File: config.mk
export PLATFORM = sky130hd
export DESIGN_NAME = binary_to_decimal_ascii
export DESIGN_NICKNAME = d
export VERILOG_FILES = /design/src/hdl/btda_pkg.sv /design/src/hdl/btda_dabble_stage.sv /design/src/hdl/binary_to_decimal_ascii.sv
export VERILOG_INCLUDE_DIRS = /design/src /design/src/hdl
export SDC_FILE = /design/constraint.sdc
export NUM_CORES = 1
export LEC_CHECK = 0
export BUFFER_PORTS_ARGS = -buffer_cell sky130_fd_sc_hd__clkbuf_2
export CAP_MARGIN = 20
export CORE_ASPECT_RATIO = 1.2
export CORE_MARGIN = 5
export CORE_UTILIZATION = 30
export DETAILED_ROUTE_END_ITERATION = 12
export PLACE_DENSITY = 0.47
export SLEW_MARGIN = 30
export SYNTH_ARGS = -nofsm -noshare
export SYNTH_HDL_FRONTEND = slang
export SYNTH_SLANG_ARGS = --single-unit
export TNS_END_PERCENT = 30
File: constraint.sdc
create_clock -name clk -period 8.7 [get_ports clk]
set_input_delay 0.435 -clock clk [delete_from_list [all_inputs] [get_ports clk]]
set_output_delay 0.435 -clock clk [all_outputs]
set_load 0.05 [all_outputs]
File: src/hdl/binary_to_decimal_ascii_assert.svh
// Assertion macros for the converter RTL.
`ifndef BINARY_TO_DECIMAL_ASCII_ASSERT_SVH
`define BINARY_TO_DECIMAL_ASCII_ASSERT_SVH

// Same-cycle implication, checked on every rising clock edge out of reset.
`define BTDA_ASSERT_IMP(lbl, ante, cons, msg) \
  lbl: assert property (@(posedge clk) disable iff (!rst_n) (ante) |-> (cons)) \
    else $error(msg);

// Next-cycle implication, checked on every rising clock edge out of reset.
`define BTDA_ASSERT_NXT(lbl, ante, cons, msg) \
  lbl: assert property (@(posedge clk) disable iff (!rst_n) (ante) |=> (cons)) \
    else $error(msg);

`endif

File: src/hdl/btda_pkg.sv
package btda_pkg;

  localparam int BIN_W      = 32;
  localparam int NUM_DIGITS = 10;
  localparam int BCD_W      = 4 * NUM_DIGITS;
  localparam int SR_W       = BCD_W + BIN_W;
  localparam int STEP_BITS  = 8;
  localparam int CNT_W      = 4;

  // ASCII '0' is 6'b11_0000, so a digit code is the BCD nibble under this prefix.
  localparam logic [1:0] ASCII_DIGIT_HI = 2'b11;

  // One pipeline beat: the shift register holds {bcd, unconsumed binary bits}.
  typedef struct packed {
    logic            valid;
    logic [SR_W-1:0] sr;
  } btda_beat_t;

  // Eight shift-and-add-3 steps of the double-dabble conversion.
  function automatic logic [SR_W-1:0] dabble_steps(input logic [SR_W-1:0] sr_in);
    logic [SR_W-1:0] sr;
    sr = sr_in;
    for (int s = 0; s < STEP_BITS; s++) begin
      for (int d = 0; d < NUM_DIGITS; d++) begin
        if (sr[BIN_W+4*d +: 4] >= 4'd5) begin
          sr[BIN_W+4*d +: 4] = sr[BIN_W+4*d +: 4] + 4'd3;
        end
      end
      sr = {sr[SR_W-2:0], 1'b0};
    end
    return sr;
  endfunction

  // Number of significant digits, at least one so that zero prints as '0'.
  function automatic logic [CNT_W-1:0] digit_count(input logic [BCD_W-1:0] bcd);
    logic [CNT_W-1:0] n;
    n = CNT_W'(1);
    for (int d = 0; d < NUM_DIGITS; d++) begin
      if (bcd[4*d +: 4] != 4'd0) begin
        n = CNT_W'(d + 1);
      end
    end
    return n;
  endfunction

endpackage

File: src/hdl/btda_dabble_stage.sv
module btda_dabble_stage (
  input  logic                  clk,
  input  logic                  rst_n,
  input  btda_pkg::btda_beat_t  up_i,
  output logic                  up_ready_o,
  output btda_pkg::btda_beat_t  dn_o,
  input  logic                  dn_ready_i
);
  import btda_pkg::*;

  logic            valid_r;
  logic [SR_W-1:0] sr_r;

  // The stage takes a new beat when empty or when its beat moves on this cycle.
  assign up_ready_o = !valid_r || dn_ready_i;

  always_ff @(posedge clk) begin
    if (!rst_n) begin
      valid_r <= 1'b0;
    end else if (up_ready_o) begin
      valid_r <= up_i.valid;
    end
  end

  always_ff @(posedge clk) begin
    if (up_ready_o && up_i.valid) begin
      sr_r <= dabble_steps(up_i.sr);
    end
  end

  assign dn_o.valid = valid_r;
  assign dn_o.sr    = sr_r;

endmodule

File: src/hdl/binary_to_decimal_ascii.sv
// Binary to decimal ASCII converter.
//
// Input: a 32-bit unsigned in_value is taken at a rising edge where start is
// high and busy is low. Output: the decimal digits of that value as ASCII codes,
// most significant first, without leading zeros (zero gives a single '0').
// Each digit is shown for one cycle with out_strobe high; out_last marks the
// final digit of the item. The receiver cannot hold results off.
//
// An accepted item passes through the dabble stages in turn and then the
// output register, which shows its first digit; the rest follow one per cycle.
// Four double-dabble stages of eight bits each do the conversion, and an
// output shift register sends one digit per cycle.
// Throughput: an item can enter every cycle while the stages have room; in
// steady state each item's digits (1 to 10) run on from the last item's, since
// the output register loads the next item in the cycle its last digit leaves.
// busy is high while the first stage is full and cannot move on.
//
// Reset (rst_n low, synchronous) empties all stages and the output register.
`include "binary_to_decimal_ascii_assert.svh"

module binary_to_decimal_ascii (
  input  logic        clk,
  input  logic        rst_n,
  input  logic        start,
  output logic        busy,
  input  logic [31:0] in_value,
  output logic        out_strobe,
  output logic [5:0]  out_digit_char,
  output logic        out_last
);
  import btda_pkg::*;

  localparam int NUM_STAGES = BIN_W / STEP_BITS;

  btda_beat_t              beat   [NUM_STAGES+1];
  logic [NUM_STAGES:0]     ready;

  logic                    ser_v_r;
  logic [BCD_W-1:0]        ser_digits_r;
  logic [BCD_W-1:0]        ser_digits_nxt;
  logic [CNT_W-1:0]        ser_left_r;
  logic [CNT_W-1:0]        ser_left_nxt;
  logic [CNT_W-1:0]        lead_zeros;
  logic [BCD_W-1:0]        done_bcd;
  logic                    ser_take;

  assign beat[0].valid = start;
  assign beat[0].sr    = {{BCD_W{1'b0}}, in_value};
  assign busy          = !ready[0];

  for (genvar g = 0; g < NUM_STAGES; g++) begin : g_stage
    btda_dabble_stage u_stage (
      .clk        (clk),
      .rst_n      (rst_n),
      .up_i       (beat[g]),
      .up_ready_o (ready[g]),
      .dn_o       (beat[g+1]),
      .dn_ready_i (ready[g+1])
    );
  end

  // The output register refills in the cycle its last digit goes out.
  assign ser_take          = !ser_v_r || (ser_left_r == CNT_W'(1));
  assign ready[NUM_STAGES] = ser_take;

  // Left-align the most significant nonzero digit before shifting out.
  assign done_bcd       = beat[NUM_STAGES].sr[SR_W-1 -: BCD_W];
  assign ser_left_nxt   = digit_count(done_bcd);
  assign lead_zeros     = CNT_W'(NUM_DIGITS) - ser_left_nxt;
  assign ser_digits_nxt = done_bcd << {lead_zeros, 2'b00};

  always_ff @(posedge clk) begin
    if (!rst_n) begin
      ser_v_r <= 1'b0;
    end else if (ser_take) begin
      ser_v_r <= beat[NUM_STAGES].valid;
    end
  end

  always_ff @(posedge clk) begin
    if (ser_take) begin
      ser_digits_r <= ser_digits_nxt;
      ser_left_r   <= ser_left_nxt;
    end else if (ser_v_r) begin
      ser_digits_r <= {ser_digits_r[BCD_W-5:0], 4'd0};
      ser_left_r   <= ser_left_r - CNT_W'(1);
    end
  end

  assign out_strobe     = ser_v_r;
  assign out_digit_char = {ASCII_DIGIT_HI, ser_digits_r[BCD_W-1 -: 4]};
  assign out_last       = ser_v_r && (ser_left_r == CNT_W'(1));

  `BTDA_ASSERT_NXT(a_digits_continue, out_strobe && !out_last, out_strobe, "digit run broken before last")
  `BTDA_ASSERT_IMP(a_left_range, ser_v_r, (ser_left_r != '0) && (ser_left_r <= CNT_W'(NUM_DIGITS)), "digit count out of range")
  `BTDA_ASSERT_NXT(a_tail_holds, beat[NUM_STAGES].valid && !ser_take, beat[NUM_STAGES].valid && $stable(beat[NUM_STAGES].sr), "stalled item lost")

endmodule
# Yosys cells after proc, flatten, opt, wreduce, memory -nomap -nowiden
# Cells that the tools add are included.
[classes]
n_lt_le_gt_ge = 275
n_addsub = 277
reduce_logical = 26
muxes = 526
shifts = 1
eq_ne = 1
[op_table]
columns = ["op", "count"]
rows = [
  ["two-way mux 4 bit", 478],
  [">= comparator 4 x 3 -> 1 bit, second input constant", 275],
  ["adder 4 x 2 -> 4 bit, second input constant", 251],
  ["two-way mux 3 bit", 45],
  ["two-way mux 40 bit", 2],
  ["adder 3 x 2 -> 3 bit, second input constant", 24],
  ["<< shifter 40 x 6 -> 40 bit", 1],
  ["nonzero test 4 bit", 9],
  ["logical NOT 1 bit", 6],
  ["logical AND 1 bit", 5],
  ["logical OR 1 bit", 5],
  ["== test 4 x 1 -> 1 bit, second input constant", 1],
  ["subtractor 4 x 1 -> 4 bit, second input constant", 1],
  ["subtractor 4 bit, first input constant", 1],
  ["two-way mux 2 bit", 1],
  ["nonzero test 2 bit", 1],
]
[totals]
ff_bits = 257
output_inout_bits = 9
word_cells = 1117

# Longest topological paths before layout
[depth]
word_depth = 28
depth_mapped = 37
ltp_nobuf = 36

# Hierarchy
# A second synthesis with hierarchy kept.
[unflattened]
cells_unflattened = 7501
hier_area_um2 = 56210.2
[by_module_without_submodules]
columns = ["mod", "area_per_inst_um2", "n_inst", "cells_per_inst", "seq_area_each_um2"]
rows = [
  ["btda_dabble_stage", 13207.7, 4, 1792, 1941.9],
  ["binary_to_decimal_ascii", 3379.5, 1, 333, 1341.3],
]

# Least setup slack after synthesis
# No wires, ideal clock.
[synth_path]
path_type = "flip-flop to flip-flop"
start = "register g_stage[0].u_stage.sr_r[37]"
end = "register g_stage[1].u_stage.sr_r[50], data pin"
synth_period_minus_slack_ns = 6.443
arrival_ns = 6.175
t_required_ns = 8.432
path_stages_with_launch = 35
setup_time_ns = 0.268
path_slack_ns = 2.257
n_path_buf = 0
path_cell_list = "edfxtp_1 inv_1 ha_1 nand2b_1 nor3b_1 nor2_1 nand2_1 ha_1 a21oi_1 nor3_1 nor2_1 ha_1 inv_1 a2111o_1 a31oi_1 o21ai_1 a21boi_2 xnor2_1 nand2b_1 ha_1 a21oi_1 xnor3_1 inv_1 ha_1 or3_1 nor2b_1 mux2_2 nor2_1 nor2_1 xnor2_2 nand2_1 ha_1 a21o_1 nand2_1 o21ai_0"
[synth_between]
elab_chain_len = 23
word_cells_on_any_way = 79
[synth_lines]
columns = ["item", "line_no", "source"]
rows = [
  ["start, declared", "btda_dabble_stage.sv:12", "logic [SR_W-1:0] sr_r;"],
  ["start signal, assigned", "btda_dabble_stage.sv:27", "sr_r <= dabble_steps(up_i.sr);"],
  ["adder 4 x 2 -> 4 bit or >= comparator 4 x 3 -> 1 bit (tied branches)", "btda_pkg.sv:26, btda_pkg.sv:25", ""],
  ["two-way mux 4 bit (*)", "btda_pkg.sv:25", "if (sr[BIN_W+4*d +: 4] >= 4'd5) begin"],
  ["two-way mux 4 bit (*)", "btda_dabble_stage.sv:26", "if (up_ready_o && up_i.valid) begin"],
  ["adder 4 x 2 -> 4 bit or >= comparator 4 x 3 -> 1 bit (tied branches)", "btda_pkg.sv:26, btda_pkg.sv:25", ""],
  ["two-way mux 4 bit", "btda_pkg.sv:25", ""],
  ["two-way mux 4 bit", "btda_dabble_stage.sv:26", ""],
  ["adder 4 x 2 -> 4 bit or >= comparator 4 x 3 -> 1 bit (tied branches)", "btda_pkg.sv:26, btda_pkg.sv:25", ""],
  ["two-way mux 4 bit", "btda_pkg.sv:25", ""],
  ["(+7 left out)", "n/a", ""],
  ["adder 4 x 2 -> 4 bit or >= comparator 4 x 3 -> 1 bit (tied branches)", "btda_pkg.sv:26, btda_pkg.sv:25", ""],
  ["two-way mux 4 bit", "btda_pkg.sv:25", ""],
  ["two-way mux 4 bit", "btda_dabble_stage.sv:26", ""],
  ["adder 4 x 2 -> 4 bit or >= comparator 4 x 3 -> 1 bit (tied branches)", "btda_pkg.sv:26, btda_pkg.sv:25", ""],
  ["two-way mux 4 bit", "btda_pkg.sv:25", ""],
  ["two-way mux 4 bit", "btda_dabble_stage.sv:26", ""],
  ["adder 4 x 2 -> 4 bit or >= comparator 4 x 3 -> 1 bit (tied branches)", "btda_pkg.sv:26, btda_pkg.sv:25", ""],
  ["two-way mux 4 bit (*)", "btda_pkg.sv:25", ""],
  ["end signal, assigned", "btda_dabble_stage.sv:27", ""],
  ["end, declared", "btda_dabble_stage.sv:12", ""],
]
# Every way passes the cells marked *; elsewhere a longest branch is shown, timed or not. The select of a mux whose other input is x is not followed.
# A chain may end at the register's enable or synchronous reset.

# Final worst setup path
[layout_path]
start = "register g_stage[0].u_stage.sr_r[32]"
end = "register g_stage[1].u_stage.sr_r[50], data pin"
# Same word-level chain as after synthesis.

==> results.md <==
- Die area: 94300 um2
- Post-synth EDFFs: 194
- Most common cell in the netlist: nand2_1
- Hold endpoint: g_stage[0].u_stage.sr_r[32]$_DFFE_PP_
- Core area: 87700 um2
- RR Endpoint: g_stage[1].u_stage.sr_r[50]$_DFFE_PP_
- Post-synthesis register bit count: 199
- Final setup vio count: 0
- RSZ-0062 raised after global routing: no
- Reg-to-reg startpoint: g_stage[0].u_stage.sr_r[32]$_DFFE_PP_
- Die X-Extent: 281 um
- Hold Path Stages: 1
- Min-Delay Path Class: input pin to register
- Setup bufs post-CTS: 0
- Final Instance Count excl. Fillers: 4537
- Clock transition at the registers of the reported paths: 80 ps
- Wire length per cell: 12.9 um
- Req. time, crit path: 8940 ps
- Ys Warns: 0
- Pre-antenna DRT Iters: 5
- DR vias/cell: 5.22
- Max Cap Viol: 0
- CTS H-tree depth: 4
- Yosys top cell by area: edfxtp_1
- Vias in the first global route: 21.7k
- First-pass GRT wire length: 101000 um
- Clock buffer depth: 2
- Highest clock rate: 138 MHz
- Crit path max-delay cell type: edfxtp_1
- Yosys cell types: 127
- Largest net degree at the start of global routing: 58
- Dpl hpwl: 44700 um
- Total GRT Usage: 12.2%
- CP bufs+invs: 3
- Nets: 3555
- Post-Route WL: 58800 um
- Routed Antenna Nets: 0
- Clk sinks: 199
- Gr busiest metal: met2
- DRC Markers: 0
- Initial Util: 30.2%
- Vias: 23.7k
- Iter 0 DRT Violations: 1279
- Hold Violations, Final: 0
- Largest cells by area after synthesis: edfxtp_1 (22%), ha_1 (6.9%), mux2i_1 (5.3%), o21ai_0 (4.9%), a21oi_1 (4.6%)
- RD Place Congestion: 0.774
- Avg Cell Area, Syn: 7.86 um2
- Area Growth Syn to Fin: 8.09%
- Main flop type after synthesis: edfxtp_1
- Status: finished clean
- Synth top cells by count: nand2_1 (306), nor2_1 (266), o21ai_0 (258), a21oi_1 (242), inv_1 (209)
- Initial antenna violation count: 0
- HP Start: in_value[24]
- CP endpoint kind: register
- Filler instances: 9239
- Post-synthesis async set-or-reset flop share: 0%
- Port bufs: 41
- Startpoint type of the worst setup path: register
- Cell family with most CP delay: compound AO/OA/AOI/OAI gates
- Worst reg2reg setup slack: 1470 ps
- TritonCTS clock tree: built
- Inst Count DP: 4505
- Cell count after synthesis: 3366
- Die span in y: 335 um
- Setup TNS: 0 ps
- Worst-margin pin slew: 961 ps
- N_diodes: 0
- Routing usage on met1: 16.0%
- Hold WS: 102 ps
- Crit-path most repeated cell: ha_1
- CP max stage delay: 510 ps
- Cell Area, Synth: 26500 um2
- Min cycle time layout: 7230 ps
- FP Rows: 119
- Fraction of layout cells with a size suffix above 1: 8.83%
- Cts bufs inserted: 17
- Root Buffer: clkbuf_16
- Clk_skew: 16.7 ps
- Clk Latency, worst-skew pair: 510 ps
- Fin crit share: 83.1%
- Share of the synthesized area in the top cell type: 22.0%
- Seq/Total Area, Yosys: 22.4%
- Slew headroom: 36.0%
- Crit Path Class: register to register
- Slew Limit Fails: 0
- CP max FO: 8
- Reg2Reg Depth: 32
- Met2 usage: 21.4%
- Post_cts resized: 0
- GR Overflow Total: 0
- Io pins: 44
- Arr. time, crit path: 7480 ps
- Grt met3 use: 1.75%
- Hold Buf Count CTS: 0
[per-layer routing]
layer | up-vias | share of wire (%)
li1 | 12700 | -
met1 | 10800 | 49
met2 | 173 | 48
met3 | 29 | 1.9
met4 | 0 | 0.90
met5 | - | 0
[flip-flops by register name, indices dropped and copies added, names as in the netlist]
name	count
ser_left_r	4
g_stage.u_stage.valid_r	4
g_stage.u_stage.sr_r	150
ser_digits_r	40
out_strobe	1
[worst max path at each step]
stage / from / to / slack, ps / cells after the start
4_1_cts: g_stage[0].u_stage.sr_r[37]$_DFFE_PP_ / g_stage[1].u_stage.sr_r[50]$_DFFE_PP_ / 1440 / 35
2_1_floorplan: g_stage[0].u_stage.sr_r[37]$_DFFE_PP_ / g_stage[1].u_stage.sr_r[50]$_DFFE_PP_ / 2260 / 34
6_report: g_stage[0].u_stage.sr_r[32]$_DFFE_PP_ / g_stage[1].u_stage.sr_r[50]$_DFFE_PP_ / 1470 / 32
3_5_place_dp: g_stage[0].u_stage.sr_r[37]$_DFFE_PP_ / g_stage[1].u_stage.sr_r[50]$_DFFE_PP_ / 1410 / 35
5_1_grt: g_stage[0].u_stage.sr_r[37]$_DFFE_PP_ / g_stage[1].u_stage.sr_r[50]$_DFFE_PP_ / 750 / 35
3_3_place_gp: g_stage[0].u_stage.sr_r[32]$_DFFE_PP_ / g_stage[1].u_stage.sr_r[50]$_DFFE_PP_ / 1590 / 31
[final cells by class]
cell class / instances / area (um2) / share of cell area, %
clock buffer: 19 / 433 / 1.51
inverter: 220 / 826 / 2.89
tap: 1149 / 1440 / 5.03
multi-input combinational: 2878 / 19500 / 68.0
clock inverter: 13 / 189 / 0.660
sequential: 199 / 5930 / 20.7
timing repair buffer: 59 / 340 / 1.19
[cell families after synthesis]
kind of cell / Yosys count / synth area share [%]
adders and majority gates: 155 / 7.24
other: 1 / 0.0142
buffers and inverters: 334 / 5.00
muxes: 204 / 8.14
xor gates and xnor gates: 120 / 4.44
DFF: 199 / 22.4
and+or+nand+nor: 1123 / 20.9
AOI/OAI and AO/OA: 1230 / 31.9
[through the flow]
step / area [um2] / setup slack [ps] / util, %
2_1_floorplan: 26600 / 2260 / -
3_3_place_gp: 28000 / 1590 / 31.9
3_5_place_dp: 28000 / 1410 / 31.9
4_1_cts: 28600 / 1440 / 32.6
5_1_grt: 28600 / 746 / 32.6
6_report: 28600 / 1470 / 32.6
[cell usage in the layout (no fill, tap or decap), types with 17 or more instances in the layout]
master,count
o221ai_1,20
and3_1,31
a211o_1,19
a31oi_1,40
edfxtp_1,194
a21oi_1,240
o21ai_1,46
buf_4,18
o21ai_0,258
o21a_1,49
a21o_1,47
nand3_1,78
nor3_1,93
or2_2,28
clkbuf_2,41
or3_1,40
nor2_1,266
nand2b_1,79
clkbuf_16,17
mux2_2,55
a22o_1,17
and2_1,60
o21bai_1,29
inv_1,209
a211oi_1,57
mux2i_1,139
conb_1,46
o22ai_1,48
o211ai_1,58
ha_1,145
nor2b_1,40
o22a_1,20
o31ai_1,21
xnor2_1,79
xor2_1,26
nand2_1,306
a21boi_0,24
Power is left out: the tool's default activity adds up to more than one toggle a clock period on the data nets, which glitch-free logic cannot reach.
